**config.mk**
```make
export PLATFORM = sky130hd
export DESIGN_NAME = crc_checked_serial_frame_parser_unit_flat
export DESIGN_NICKNAME = d
export VERILOG_FILES = /design/src/design/cfp_pkg.sv /design/src/design/cfp_rx_if.sv /design/src/design/cfp_res_if.sv /design/src/design/cfp_step.sv /design/src/design/crc_checked_serial_frame_parser_unit.sv /design/src/flat_wrapper.sv
export SDC_FILE = /design/constraint.sdc
export NUM_CORES = 1
export LEC_CHECK = 0
export ABC_CLOCK_PERIOD_IN_PS = 6100
export BUFFER_PORTS_ARGS = -buffer_cell sky130_fd_sc_hd__buf_2
export CAP_MARGIN = 30
export CORE_ASPECT_RATIO = 0.6
export CORE_MARGIN = 2
export CORE_UTILIZATION = 55
export DETAILED_ROUTE_END_ITERATION = 6
export MAX_ROUTING_LAYER = met4
export PLACE_DENSITY = 0.77
export SLEW_MARGIN = 40
export SYNTH_ARGS = -nofsm -noshare
export SYNTH_HDL_FRONTEND = slang
export SYNTH_HIERARCHICAL = 1
export SYNTH_SLANG_ARGS = --single-unit
```
**constraint.sdc**
```tcl
create_clock -name clk -period 6.1 [get_ports clk]
set_input_delay 0.305 -clock clk [delete_from_list [all_inputs] [get_ports clk]]
set_output_delay 0.305 -clock clk [all_outputs]
set_load 0.005 [all_outputs]
```
**src/design/cfp_pkg.sv**
```systemverilog
// ----------------------------------------------------------------------------
// cfp_pkg: shared types, constants and check functions
// Frame layout constants, result kinds, parser state and result records,
// and the per-byte CRC-8 / CRC-16 update functions.
// ----------------------------------------------------------------------------
`default_nettype none

package cfp_pkg;

  // Frame delimiters and check seeds
  localparam logic [7:0]  START_BYTE = 8'hA5;
  localparam logic [7:0]  CRC8_SEED  = 8'hFF;
  localparam logic [15:0] CRC16_SEED = 16'hFFFF;
  localparam logic [7:0]  CRC8_POLY  = 8'h8C;
  localparam logic [15:0] CRC16_POLY = 16'h8408;

  // Fixed byte positions inside a frame (start byte is position 0)
  localparam logic [16:0] POS_HUNT     = 17'd0;
  localparam logic [16:0] POS_LEN_LO   = 17'd1;
  localparam logic [16:0] POS_LEN_HI   = 17'd2;
  localparam logic [16:0] POS_SEQ      = 17'd3;
  localparam logic [16:0] POS_HDR_CRC  = 17'd4;
  localparam logic [16:0] POS_CMD_LO   = 17'd5;
  localparam logic [16:0] POS_CMD_HI   = 17'd6;
  localparam logic [16:0] POS_DATA     = 17'd7;

  // Result kinds
  typedef enum logic [1:0] {
    KIND_DATA      = 2'd0,
    KIND_GOOD      = 2'd1,
    KIND_HDR_BAD   = 2'd2,
    KIND_FRAME_BAD = 2'd3
  } cfp_kind_t;

  // Parser state carried from byte to byte
  typedef struct packed {
    logic [16:0] pos;
    logic [7:0]  hcrc;
    logic [15:0] fcrc;
    logic [15:0] len;
    logic [7:0]  seq;
    logic [15:0] cmd;
    logic [7:0]  tlow;
  } cfp_state_t;

  // One result record
  typedef struct packed {
    cfp_kind_t   kind;
    logic [7:0]  pbyte;
    logic [15:0] pidx;
    logic [15:0] cmd;
    logic [7:0]  seq;
    logic [15:0] len;
  } cfp_result_t;

  localparam cfp_state_t STATE_RESET = '{
    pos:  POS_HUNT,
    hcrc: CRC8_SEED,
    fcrc: CRC16_SEED,
    len:  16'd0,
    seq:  8'd0,
    cmd:  16'd0,
    tlow: 8'd0
  };

  // Reflected CRC-8, one byte
  function automatic logic [7:0] crc8_update(input logic [7:0] crc, input logic [7:0] b);
    logic [7:0] c;
    c = crc ^ b;
    for (int i = 0; i < 8; i++) begin
      c = c[0] ? ((c >> 1) ^ CRC8_POLY) : (c >> 1);
    end
    return c;
  endfunction

  // Reflected CRC-16, one byte
  function automatic logic [15:0] crc16_update(input logic [15:0] crc, input logic [7:0] b);
    logic [15:0] c;
    c = crc ^ {8'd0, b};
    for (int i = 0; i < 8; i++) begin
      c = c[0] ? ((c >> 1) ^ CRC16_POLY) : (c >> 1);
    end
    return c;
  endfunction

endpackage

`default_nettype wire

```
**src/design/cfp_rx_if.sv**
```systemverilog
// ----------------------------------------------------------------------------
// cfp_rx_if: received byte channel
// Valid/ready channel carrying one serial byte per transfer.
// ----------------------------------------------------------------------------
`default_nettype none

interface cfp_rx_if;
  logic       valid;
  logic       ready;
  logic [7:0] rx_byte;

  modport source (output valid, output rx_byte, input ready);
  modport sink   (input valid, input rx_byte, output ready);
endinterface

`default_nettype wire

```
**src/design/cfp_res_if.sv**
```systemverilog
// ----------------------------------------------------------------------------
// cfp_res_if: parser result channel
// Valid/ready channel carrying data bytes and frame status records.
// ----------------------------------------------------------------------------
`default_nettype none

interface cfp_res_if;
  logic        valid;
  logic        ready;
  logic [1:0]  out_kind;
  logic [7:0]  payload_byte;
  logic [15:0] payload_index;
  logic [15:0] frame_cmd_id;
  logic [7:0]  frame_seq;
  logic [15:0] frame_length;

  modport source (
    output valid, output out_kind, output payload_byte, output payload_index,
    output frame_cmd_id, output frame_seq, output frame_length, input ready
  );
  modport sink (
    input valid, input out_kind, input payload_byte, input payload_index,
    input frame_cmd_id, input frame_seq, input frame_length, output ready
  );
endinterface

`default_nettype wire

```
**src/design/cfp_step.sv**
```systemverilog
// ----------------------------------------------------------------------------
// cfp_step: per-byte parser logic
// Given the current parser state and one byte, computes the next state and
// at most one result record. Purely combinational.
// ----------------------------------------------------------------------------
`default_nettype none

module cfp_step (
  input  var cfp_pkg::cfp_state_t  state,
  input  var logic [7:0]           rx_byte,
  output var cfp_pkg::cfp_state_t  state_next,
  output var logic                 has_res,
  output var cfp_pkg::cfp_result_t res
);

  logic [16:0] data_end;
  logic [16:0] pos_inc;
  logic [16:0] data_off;
  logic [15:0] trailer;

  assign data_end = cfp_pkg::POS_DATA + {1'b0, state.len};
  assign pos_inc  = state.pos + 17'd1;
  assign data_off = state.pos - cfp_pkg::POS_DATA;
  assign trailer  = {rx_byte, state.tlow};

  always_comb begin
    state_next = state;
    has_res    = 1'b0;
    res.kind   = cfp_pkg::KIND_DATA;
    res.pbyte  = 8'd0;
    res.pidx   = 16'd0;
    res.cmd    = 16'd0;
    res.seq    = state.seq;
    res.len    = state.len;

    if (state.pos == cfp_pkg::POS_HUNT) begin
      // hunting: only a start byte opens a frame
      if (rx_byte == cfp_pkg::START_BYTE) begin
        state_next.len  = 16'd0;
        state_next.seq  = 8'd0;
        state_next.cmd  = 16'd0;
        state_next.tlow = 8'd0;
        state_next.hcrc = cfp_pkg::crc8_update(cfp_pkg::CRC8_SEED, rx_byte);
        state_next.fcrc = cfp_pkg::crc16_update(cfp_pkg::CRC16_SEED, rx_byte);
        state_next.pos  = cfp_pkg::POS_LEN_LO;
      end
    end else begin
      // frame check covers everything before the trailer
      if (state.pos < data_end) begin
        state_next.fcrc = cfp_pkg::crc16_update(state.fcrc, rx_byte);
      end

      if (state.pos <= cfp_pkg::POS_SEQ) begin
        // header bytes under the header check
        state_next.hcrc = cfp_pkg::crc8_update(state.hcrc, rx_byte);
        if (state.pos == cfp_pkg::POS_LEN_LO) begin
          state_next.len[7:0] = rx_byte;
        end else if (state.pos == cfp_pkg::POS_LEN_HI) begin
          state_next.len[15:8] = rx_byte;
        end else begin
          state_next.seq = rx_byte;
        end
        state_next.pos = pos_inc;
      end else if (state.pos == cfp_pkg::POS_HDR_CRC) begin
        // header check compare
        if (state.hcrc != rx_byte) begin
          has_res        = 1'b1;
          res.kind       = cfp_pkg::KIND_HDR_BAD;
          state_next.pos = cfp_pkg::POS_HUNT;
        end else begin
          state_next.pos = cfp_pkg::POS_CMD_LO;
        end
      end else if (state.pos == cfp_pkg::POS_CMD_LO) begin
        state_next.cmd[7:0] = rx_byte;
        state_next.pos      = cfp_pkg::POS_CMD_HI;
      end else if (state.pos == cfp_pkg::POS_CMD_HI) begin
        state_next.cmd[15:8] = rx_byte;
        state_next.pos       = cfp_pkg::POS_DATA;
      end else if (state.pos < data_end) begin
        // data byte, passed on as it arrives
        has_res        = 1'b1;
        res.kind       = cfp_pkg::KIND_DATA;
        res.pbyte      = rx_byte;
        res.pidx       = data_off[15:0];
        res.cmd        = state.cmd;
        state_next.pos = pos_inc;
      end else if (state.pos == data_end) begin
        state_next.tlow = rx_byte;
        state_next.pos  = pos_inc;
      end else begin
        // trailer high byte: frame status
        has_res        = 1'b1;
        res.kind       = (trailer == state.fcrc) ? cfp_pkg::KIND_GOOD
                                                 : cfp_pkg::KIND_FRAME_BAD;
        res.cmd        = state.cmd;
        state_next.pos = cfp_pkg::POS_HUNT;
      end
    end
  end

endmodule

`default_nettype wire

```
**src/design/crc_checked_serial_frame_parser_unit.sv**
```systemverilog
// ----------------------------------------------------------------------------
// crc_checked_serial_frame_parser_unit: framed serial deframer
// Hunts for start bytes, checks the header CRC-8 and the frame CRC-16,
// passes data bytes on as they arrive and ends each frame with a status.
// ----------------------------------------------------------------------------
// Path: a byte transfer reaches its result through the input register, then
//   the parser logic into the result register, from which the result transfers.
// Throughput: one byte per cycle, stalled while a pending result is not taken.
// Reset (synchronous, active high): empties both registers and returns the
//   parser to hunting with both checks seeded.
`default_nettype none

module crc_checked_serial_frame_parser_unit (
  input  var logic   clk,
  input  var logic   rst,
  cfp_rx_if.sink     rx,
  cfp_res_if.source  res
);

  // input register
  logic       stg_valid;
  logic [7:0] stg_byte;

  // parser state and result register
  cfp_pkg::cfp_state_t  state;
  cfp_pkg::cfp_state_t  state_next;
  cfp_pkg::cfp_result_t step_res;
  cfp_pkg::cfp_result_t res_q;
  logic                 step_has_res;
  logic                 res_valid;
  logic                 advance;
  logic                 load_res;

  assign advance  = stg_valid && (!res_valid || res.ready);
  assign load_res = advance && step_has_res;
  assign rx.ready = !stg_valid || advance;

  // input register
  always_ff @(posedge clk) begin
    if (rst) begin
      stg_valid <= 1'b0;
    end else if (rx.ready) begin
      stg_valid <= rx.valid;
    end
  end

  always_ff @(posedge clk) begin
    if (rx.valid && rx.ready) begin
      stg_byte <= rx.rx_byte;
    end
  end

  cfp_step u_step (
    .state      (state),
    .rx_byte    (stg_byte),
    .state_next (state_next),
    .has_res    (step_has_res),
    .res        (step_res)
  );

  // parser state
  always_ff @(posedge clk) begin
    if (rst) begin
      state <= cfp_pkg::STATE_RESET;
    end else if (advance) begin
      state <= state_next;
    end
  end

  // result register
  always_ff @(posedge clk) begin
    if (rst) begin
      res_valid <= 1'b0;
    end else if (load_res) begin
      res_valid <= 1'b1;
    end else if (res.ready) begin
      res_valid <= 1'b0;
    end
  end

  always_ff @(posedge clk) begin
    if (load_res) begin
      res_q <= step_res;
    end
  end

  assign res.valid         = res_valid;
  assign res.out_kind      = res_q.kind;
  assign res.payload_byte  = res_q.pbyte;
  assign res.payload_index = res_q.pidx;
  assign res.frame_cmd_id  = res_q.cmd;
  assign res.frame_seq     = res_q.seq;
  assign res.frame_length  = res_q.len;

  // checks
  a_load_needs_byte: assert property (@(posedge clk) disable iff (rst)
    load_res |-> stg_valid)
    else $error("result loaded without a staged byte");

  a_hunt_silent: assert property (@(posedge clk) disable iff (rst)
    (advance && state.pos == cfp_pkg::POS_HUNT) |-> !step_has_res)
    else $error("result produced while hunting");

  a_hdr_fail_hunts: assert property (@(posedge clk) disable iff (rst)
    (load_res && step_res.kind == cfp_pkg::KIND_HDR_BAD) |=>
      (state.pos == cfp_pkg::POS_HUNT))
    else $error("header failure did not return to hunting");

  a_pos_bound: assert property (@(posedge clk) disable iff (rst)
    state.pos <= ({1'b0, state.len} + 17'd8))
    else $error("byte position past frame trailer");

  a_no_overwrite: assert property (@(posedge clk) disable iff (rst)
    (res_valid && !res.ready) |-> !load_res)
    else $error("pending result overwritten");

endmodule

`default_nettype wire
```
**src/flat_wrapper.sv**
```systemverilog
// flat-port wrapper written by rule: the top's interface ports become plain ports
module crc_checked_serial_frame_parser_unit_flat 
  (clk, rst, rx_valid, rx_rx_byte, rx_ready, res_valid, res_out_kind, res_payload_byte, res_payload_index, res_frame_cmd_id, res_frame_seq, res_frame_length, res_ready);
  cfp_rx_if rx_i ();
  cfp_res_if res_i ();
  input  var logic clk;
  input  var logic rst;
  input wire logic [$bits(rx_i.valid)-1:0] rx_valid;
  input wire logic [$bits(rx_i.rx_byte)-1:0] rx_rx_byte;
  output wire logic [$bits(rx_i.ready)-1:0] rx_ready;
  output wire logic [$bits(res_i.valid)-1:0] res_valid;
  output wire logic [$bits(res_i.out_kind)-1:0] res_out_kind;
  output wire logic [$bits(res_i.payload_byte)-1:0] res_payload_byte;
  output wire logic [$bits(res_i.payload_index)-1:0] res_payload_index;
  output wire logic [$bits(res_i.frame_cmd_id)-1:0] res_frame_cmd_id;
  output wire logic [$bits(res_i.frame_seq)-1:0] res_frame_seq;
  output wire logic [$bits(res_i.frame_length)-1:0] res_frame_length;
  input wire logic [$bits(res_i.ready)-1:0] res_ready;
  assign rx_i.valid = rx_valid;
  assign rx_i.rx_byte = rx_rx_byte;
  assign rx_ready = rx_i.ready;
  assign res_valid = res_i.valid;
  assign res_out_kind = res_i.out_kind;
  assign res_payload_byte = res_i.payload_byte;
  assign res_payload_index = res_i.payload_index;
  assign res_frame_cmd_id = res_i.frame_cmd_id;
  assign res_frame_seq = res_i.frame_seq;
  assign res_frame_length = res_i.frame_length;
  assign res_i.ready = res_ready;
  crc_checked_serial_frame_parser_unit u_core (.clk(clk), .rst(rst), .rx(rx_i), .res(res_i));
endmodule
```
==> results of run 1 <==
==> flip-flops by register name, summed over array words and instances, names as in the netlist, 2 cells and up <==
register                  cells
u_core/res.frame_seq          8
u_core/res.payload_index     16
u_core/res.frame_cmd_id      16
u_core/state                 89
u_core/res.frame_length      16
u_core/res.out_kind           2
u_core/res.payload_byte       8
u_core/stg_byte               8
==> metal layers <==
layer	up-vias	wire length (um)	global-route usage [%]
met5	-	0	-
met4	0	176	5.61
met3	17	1850	4.63
met2	283	9210	34.3
met1	3448	11300	37.7
li1	3534	-	-
==> worst max-delay path, stage by stage, from the launching register on <==
cell	delay (ns)
dfxtp_1	0.39
inv_1	0.10
ha_1	0.22
nor2b_1	0.17
nor2_1	0.31
nand2_1	0.11
xor2_1	0.16
ha_1	0.32
a21oi_1	0.14
o221ai_1	0.12
o21ai_0	0.22
and4_1	0.39
o21ai_0	0.14
a21oi_1	0.23
nand2_1	0.12
nor2_4	0.57
buf_4	0.44
==> area by class of cell <==
cell class,count,share of cell area [%]
clock buffer,17,3.95
clock inverter,15,1.82
inverter,7,0.244
multi-input combinational,762,49.0
sequential,165,37.6
tap,234,2.72
timing repair buffer,90,4.72
==> report_power, final <==
part	total (mW)	internal, mW	switching (mW)
combinational	0.137	0.0647	0.0725
clock	1.09	0.562	0.530
sequential	1.17	1.15	0.0246
==> Yosys cell counts, types with 2 or more instances <==
master	number
a21bo_2	2
a21o_1	3
a21oi_1	20
a22o_1	27
a31oi_1	2
and2_1	31
and3_1	6
and4_1	5
buf_1	2
buf_2	17
buf_4	33
buf_6	4
clkbuf_1	36
dfxtp_1	91
edfxtp_1	74
ha_1	22
inv_1	7
mux2i_1	103
nand2_1	79
nand2b_1	133
nand3_1	10
nand4_1	18
nand4b_1	2
nor2_1	112
nor2b_1	3
nor3_1	8
nor3_2	2
nor3b_1	2
nor4_1	7
o21ai_0	26
o21ai_1	2
o22ai_1	3
o31ai_1	3
or2_2	2
or3_1	2
or4_4	2
xnor2_1	57
xor2_1	44
==> stage by stage <==
step / hold WS [ns] / power [mW] / instances / utilization [%]
after floorplan: 0.404 / 1.30 / 1026 / -
after global placement: 0.451 / 1.33 / 1256 / 58.2
after detailed placement: 0.456 / 1.33 / 1258 / 58.5
after CTS: 0.0388 / 2.42 / 1290 / 62.1
after global routing: 0.0298 / 2.48 / 1290 / 62.2
final: 0.0505 / 2.40 / 1290 / 62.2
==> logic make-up after synthesis <==
family	share of synthesized area, %
xor+xnor	9.00
flops	41.2
compound gates	7.36
fa+ha+maj	2.80
buf+inv	5.56
simple gates	23.6
mux	10.5
==> final timing paths <==
kind | slack (ns) | cells after the start | endpoint
worst max-delay path | 1.60 | 16 | u_core/res.frame_seq[0]$_DFFE_PP_
worst min-delay path | 0.05 | 1 | u_core/stg_byte[4]$_DFFE_PP_
worst max register to register | 1.60 | 16 | u_core/res.frame_seq[0]$_DFFE_PP_
worst min register to register | 0.48 | 0 | u_core/res.frame_seq[3]$_DFFE_PP_
==> flow_summary.json, run 1 <==
{
  "placedInstanceArea_mm2": 0.0101,
  "worst_slew_pin_slew_ns": 0.756,
  "routed_wire_length_per_instance_um": 17.4,
  "post-route-cell-area_mm2": 0.0108,
  "core_region_area_mm2": 0.0173,
  "post-synth-top-area-cell": "edfxtp_1",
  "static_leakage_nw": 3.58,
  "drv_cap": 0,
  "buffer_count_from_post_cts_setup_fixing": 0,
  "routed-via-count": 7282,
  "netlist.area_leader.share_pct": 22.6,
  "netlist-cell-type-count": 62,
  "grt_first_pass_wirelength_um": 35900,
  "timing.critical_path.fanout_max": 26,
  "multiInputGateArea_mm2": 0.00527,
  "worst_ep_required_time_ns": 6.19,
  "critical_path_class": "flop to flop",
  "antenna_found_initial": 0,
  "floorplan.die.width_um": 177,
  "mostFrequentLayoutCell": "nand2b_1",
  "port-buffer-count": 79,
  "postSynthRegisterBits": 165,
  "rows": 37,
  "tritoncts_num_sinks": 165,
  "timing.critical_path.to_type": "flop",
  "synth.top_cells.by_area": "edfxtp_1 (23%), dfxtp_1 (19%), mux2i_1 (10%)",
  "clockRootBuffer": "clkbuf_16",
  "cts.path.max_buffers": 2,
  "cts_repair_resize_count": 0,
  "irDropWorstVdd_mv": 0.182,
  "cp_data_arrival_time_ns": 4.59,
  "global_placer_s_final_weighted_congestion": 0.981,
  "period_minus_slack_ns": 4.50,
  "timing.final.hold_violations": 0,
  "worst_hold_startpoint": "rx_rx_byte[4]",
  "synth_area_mm2": 0.00983,
  "slew-limit-headroom_pct": 49.6,
  "route.detailed.vias_per_inst": 5.64,
  "place_hpwl_um": 15100,
  "post-route-worst-setup-slack_ns": 1.60,
  "post_cts_clock_slew_at_the_launch_and_capture_registers_of_the_worst_setup_and_hold_paths_ns": 0.08,
  "worst_skew_pair.late_latency_ns": 0.42,
  "setup_viol_count_final": 0,
  "cts.htree.levels": 4,
  "cts_hold_buf": 0,
  "drc_violation_count_after_routing": 0,
  "cellPowerDensity_mw_per_mm2": 223,
  "post_place_setup_slack_ns": 1.66,
  "antenna-diode-count": 0,
  "detailedRoute.firstPassIterationCount": 6,
  "grt_max_degree": 129,
  "rr_startpoint": "u_core/state[32]$_SDFFE_PP0P_",
  "layout_common_cells": "nand2b_1 (133), nor2_1 (110), mux2i_1 (103), dfxtp_1 (91), nand2_1 (79)",
  "drt_iter0_drc": 697,
  "dominantRegCellSynth": "dfxtp_1",
  "final_antenna_net_count": 0,
  "synth-edff-count": 74,
  "dieHeight_um": 108,
  "first_global_vias": 6665,
  "clock.fmax_ghz": 0.222,
  "finalSetupTns_ns": 0,
  "finalClockSkew_ns": 0.0169,
  "synthCells": 1026,
  "tritoncts.num_buffers": 17,
  "layout-drive-gt1-share_pct": 13.4,
  "tritoncts": "done",
  "layout_worst_path_cycle_share_pct": 73.8,
  "ys_seq_area_share_pct": 41.2,
  "synth-warning-count": 6,
  "top_level_ports": 80,
  "register_area_mm2": 0.00404,
  "fillCellCount": 1456,
  "total_routing_resource_utilization_after_global_routing_pct": 25.0,
  "ys_async_sr_fraction_pct": 0,
  "postRouteWirelength_um": 22500,
  "nNetsFinal": 1077,
  "outcome": "finished clean",
  "global_route.overflow_total": 0,
  "setup.worst_path.start": "u_core/state[32]$_SDFFE_PP0P_",
  "mean_area_per_synthesized_cell_um2": 9.58,
  "areaGrowthSynthToFinish_pct": 9.54,
  "postSynthNetCount": 1060,
  "timing.critical_path.from_type": "flop",
  "timing.final.max_slew_violations": 0,
  "rsz0062_at_grt": "false",
  "die_area_mm2": 0.0190,
  "timing.hold.worst.class": "primary input to flop",
  "floorplan.initialDensity_pct": 56.8
}
Note: power is estimated with default switching activity, not from simulation.
==> inputs of run 2 (changes only) <==
Settings changed: ABC_CLOCK_PERIOD_IN_PS 6100 to 4000.
Clock period 6.1 ns to 4 ns, I/O delays scaled along.
==> flow_summary.json, run 2 (same netlist as run 1, synthesis figures left out) <==
{
  "critPathCapture": "u_core/res.payload_index[1]$_DFFE_PP_",
  "setup.worst_path.start": "u_core/state[32]$_SDFFE_PP0P_",
  "global_route.overflow_total": 0,
  "timing.critical_path.buf_inv": 2,
  "timing.final.hold_violations": 0,
  "critPathTopFamily": "simple AND/OR/NAND/NOR gates",
  "drv_cap": 0,
  "global_placer_s_final_weighted_congestion": 0.942,
  "rows": 37,
  "timing.final.max_slew_violations": 0,
  "routed-via-count": 7488,
  "register_area_mm2": 0.00404,
  "detailedRoute.firstPassIterationCount": 5,
  "worst_slew_pin_slew_ns": 0.740,
  "grt_first_pass_wirelength_um": 36500,
  "total_routing_resource_utilization_after_global_routing_pct": 25.3,
  "fillCellCount": 1419,
  "cts.path.max_buffers": 2,
  "layout_worst_path_cycle_share_pct": 91.6,
  "worst_skew_pair.late_latency_ns": 0.43,
  "core_region_area_mm2": 0.0173,
  "static_leakage_nw": 3.68,
  "layout-drive-gt1-share_pct": 14.6,
  "postRouteWirelength_um": 23100,
  "worst_ep_required_time_ns": 4.10,
  "mostFrequentLayoutCell": "nand2b_1",
  "finalClockSkew_ns": 0.0130,
  "outcome": "finished clean",
  "tritoncts_num_sinks": 165,
  "dieHeight_um": 108,
  "top_register": "u_core/state",
  "timing.critical_path.from_type": "flop",
  "drt_iter0_drc": 842,
  "route.detailed.vias_per_inst": 5.70,
  "clock.fmax_ghz": 0.273,
  "floorplan.die.width_um": 177,
  "layout_common_cells": "nand2b_1 (133), nor2_1 (110), mux2i_1 (103), dfxtp_1 (91), nand2_1 (79)",
  "buffer_count_from_post_cts_setup_fixing": 0,
  "timing.hold.worst.class": "primary input to flop",
  "cp.depth": 16,
  "routed_wire_length_per_instance_um": 17.6,
  "r2r.worst_path.cells": 16,
  "crit_path_cell_trace": "inv_1, ha_1, nor2b_1, nor2_2, nand2_1, xor2_1, ha_1, a21oi_1, o221ai_1, o21ai_1, and4_2, o21ai_0, a21oi_1, nand2_1, nor2_4, buf_12",
  "timing.critical_path.fanout_max": 50,
  "timing.critical_path.to_type": "flop",
  "multiInputGateArea_mm2": 0.00526,
  "critical_path_class": "flop to flop",
  "clockRootBuffer": "clkbuf_16",
  "place_hpwl_um": 15100,
  "antenna-diode-count": 0,
  "first_global_vias": 6613,
  "antenna_found_initial": 0,
  "port-buffer-count": 79,
  "cp_data_arrival_time_ns": 3.77,
  "rr_startpoint": "u_core/state[32]$_SDFFE_PP0P_",
  "die_area_mm2": 0.0190,
  "critical-path-max-stage-delay_ns": 0.38,
  "nNetsFinal": 1100,
  "post_cts_clock_slew_at_the_launch_and_capture_registers_of_the_worst_setup_and_hold_paths_ns": 0.07,
  "reg2reg_slack_ns": 0.34,
  "finalSetupTns_ns": 0,
  "cts.htree.levels": 4,
  "final_antenna_net_count": 0,
  "number_of_flip_flops_in_the_largest_register": 89,
  "floorplan.initialDensity_pct": 56.8,
  "slew-limit-headroom_pct": 50.5,
  "top_level_ports": 80,
  "grt_max_degree": 93,
  "drc_violation_count_after_routing": 0,
  "tritoncts": "done",
  "placed_cells": 1272,
  "post_layout_nonfiller_instances": 1313,
  "cpMaxStageDelayCell": "dfxtp_1",
  "setup_viol_count_final": 0,
  "irDropWorstVdd_mv": 0.273,
  "cellPowerDensity_mw_per_mm2": 335,
  "reg2reg_to": "u_core/res.payload_index[1]$_DFFE_PP_",
  "tritoncts.num_buffers": 17,
  "period_minus_slack_ns": 3.66,
  "areaGrowthSynthToFinish_pct": 11.4,
  "rsz0062_at_grt": "false"
}
-- run 2: area by class of cell --
cell class,count,share of cell area (%)
Clock inverter,15,1.67
Inverter,7,0.240
Clock buffer,17,3.89
Tap cell,234,2.67
Multi-Input combinational cell,762,48.1
Timing Repair Buffer,113,6.52
Sequential cell,165,36.9
-- run 2: stage by stage --
step / area (um^2) / utilization (%) / hold WS, ns / worst slack (ns) / total power, mW
floorplan: 9840 / - / 0.299 / 0.00151 / 1.98
global placement: 10200 / 59.1 / 0.376 / 0.427 / 2.03
detailed placement: 10200 / 59.2 / 0.378 / 0.339 / 2.04
CTS: 10900 / 63.2 / 0.165 / 0.306 / 3.69
global route: 10900 / 63.2 / 0.179 / 0.0614 / 3.79
finish: 10900 / 63.2 / 0.179 / 0.336 / 3.67
-- run 2: tightest hold or removal path, cell delays in order --
cell     delay (ns)
buf_2          0.10
nor2b_4        0.07
a21oi_1        0.14
nor2_1         0.04
-- run 2: worst min-delay path by stage --
stage	start	endpoint	depth (start not counted)
2_1_floorplan	rx_rx_byte[0]	u_core/stg_byte[0]$_DFFE_PP_	0
3_3_place_gp	rx_rx_byte[0]	u_core/stg_byte[0]$_DFFE_PP_	1
3_5_place_dp	rx_rx_byte[7]	u_core/stg_byte[7]$_DFFE_PP_	1
4_1_cts	res_ready	u_core/stg_valid$_SDFFE_PP0P_	4
5_1_grt	res_ready	u_core/stg_valid$_SDFFE_PP0P_	4
6_report	res_ready	u_core/stg_valid$_SDFFE_PP0P_	4
-- run 2: routing by layer --
| metal | track usage, % | share of wire [%] | vias up |
|---|---|---|---|
| met1 | 39.2 | 51 | 3587 |
| li1 | - | - | 3573 |
| met4 | 4.19 | 0.76 | 0 |
| met5 | - | 0 | - |
| met3 | 4.31 | 7.5 | 27 |
| met2 | 34.6 | 41 | 301 |
-- run 2: what timing repair did --
item	in CTS	in global routing
gates resized for setup	0	2
endpoints found under the hold margin	9	0
setup endpoints to repair	0	50
hold buffers	9	0
-- run 2: report_power, final --
part           leakage, nW  internal (mW)  switching, mW
logic                 2.12          0.106          0.127
clock network        0.291          0.849          0.810
registers             1.27           1.75         0.0237
total                 3.68           2.71          0.961
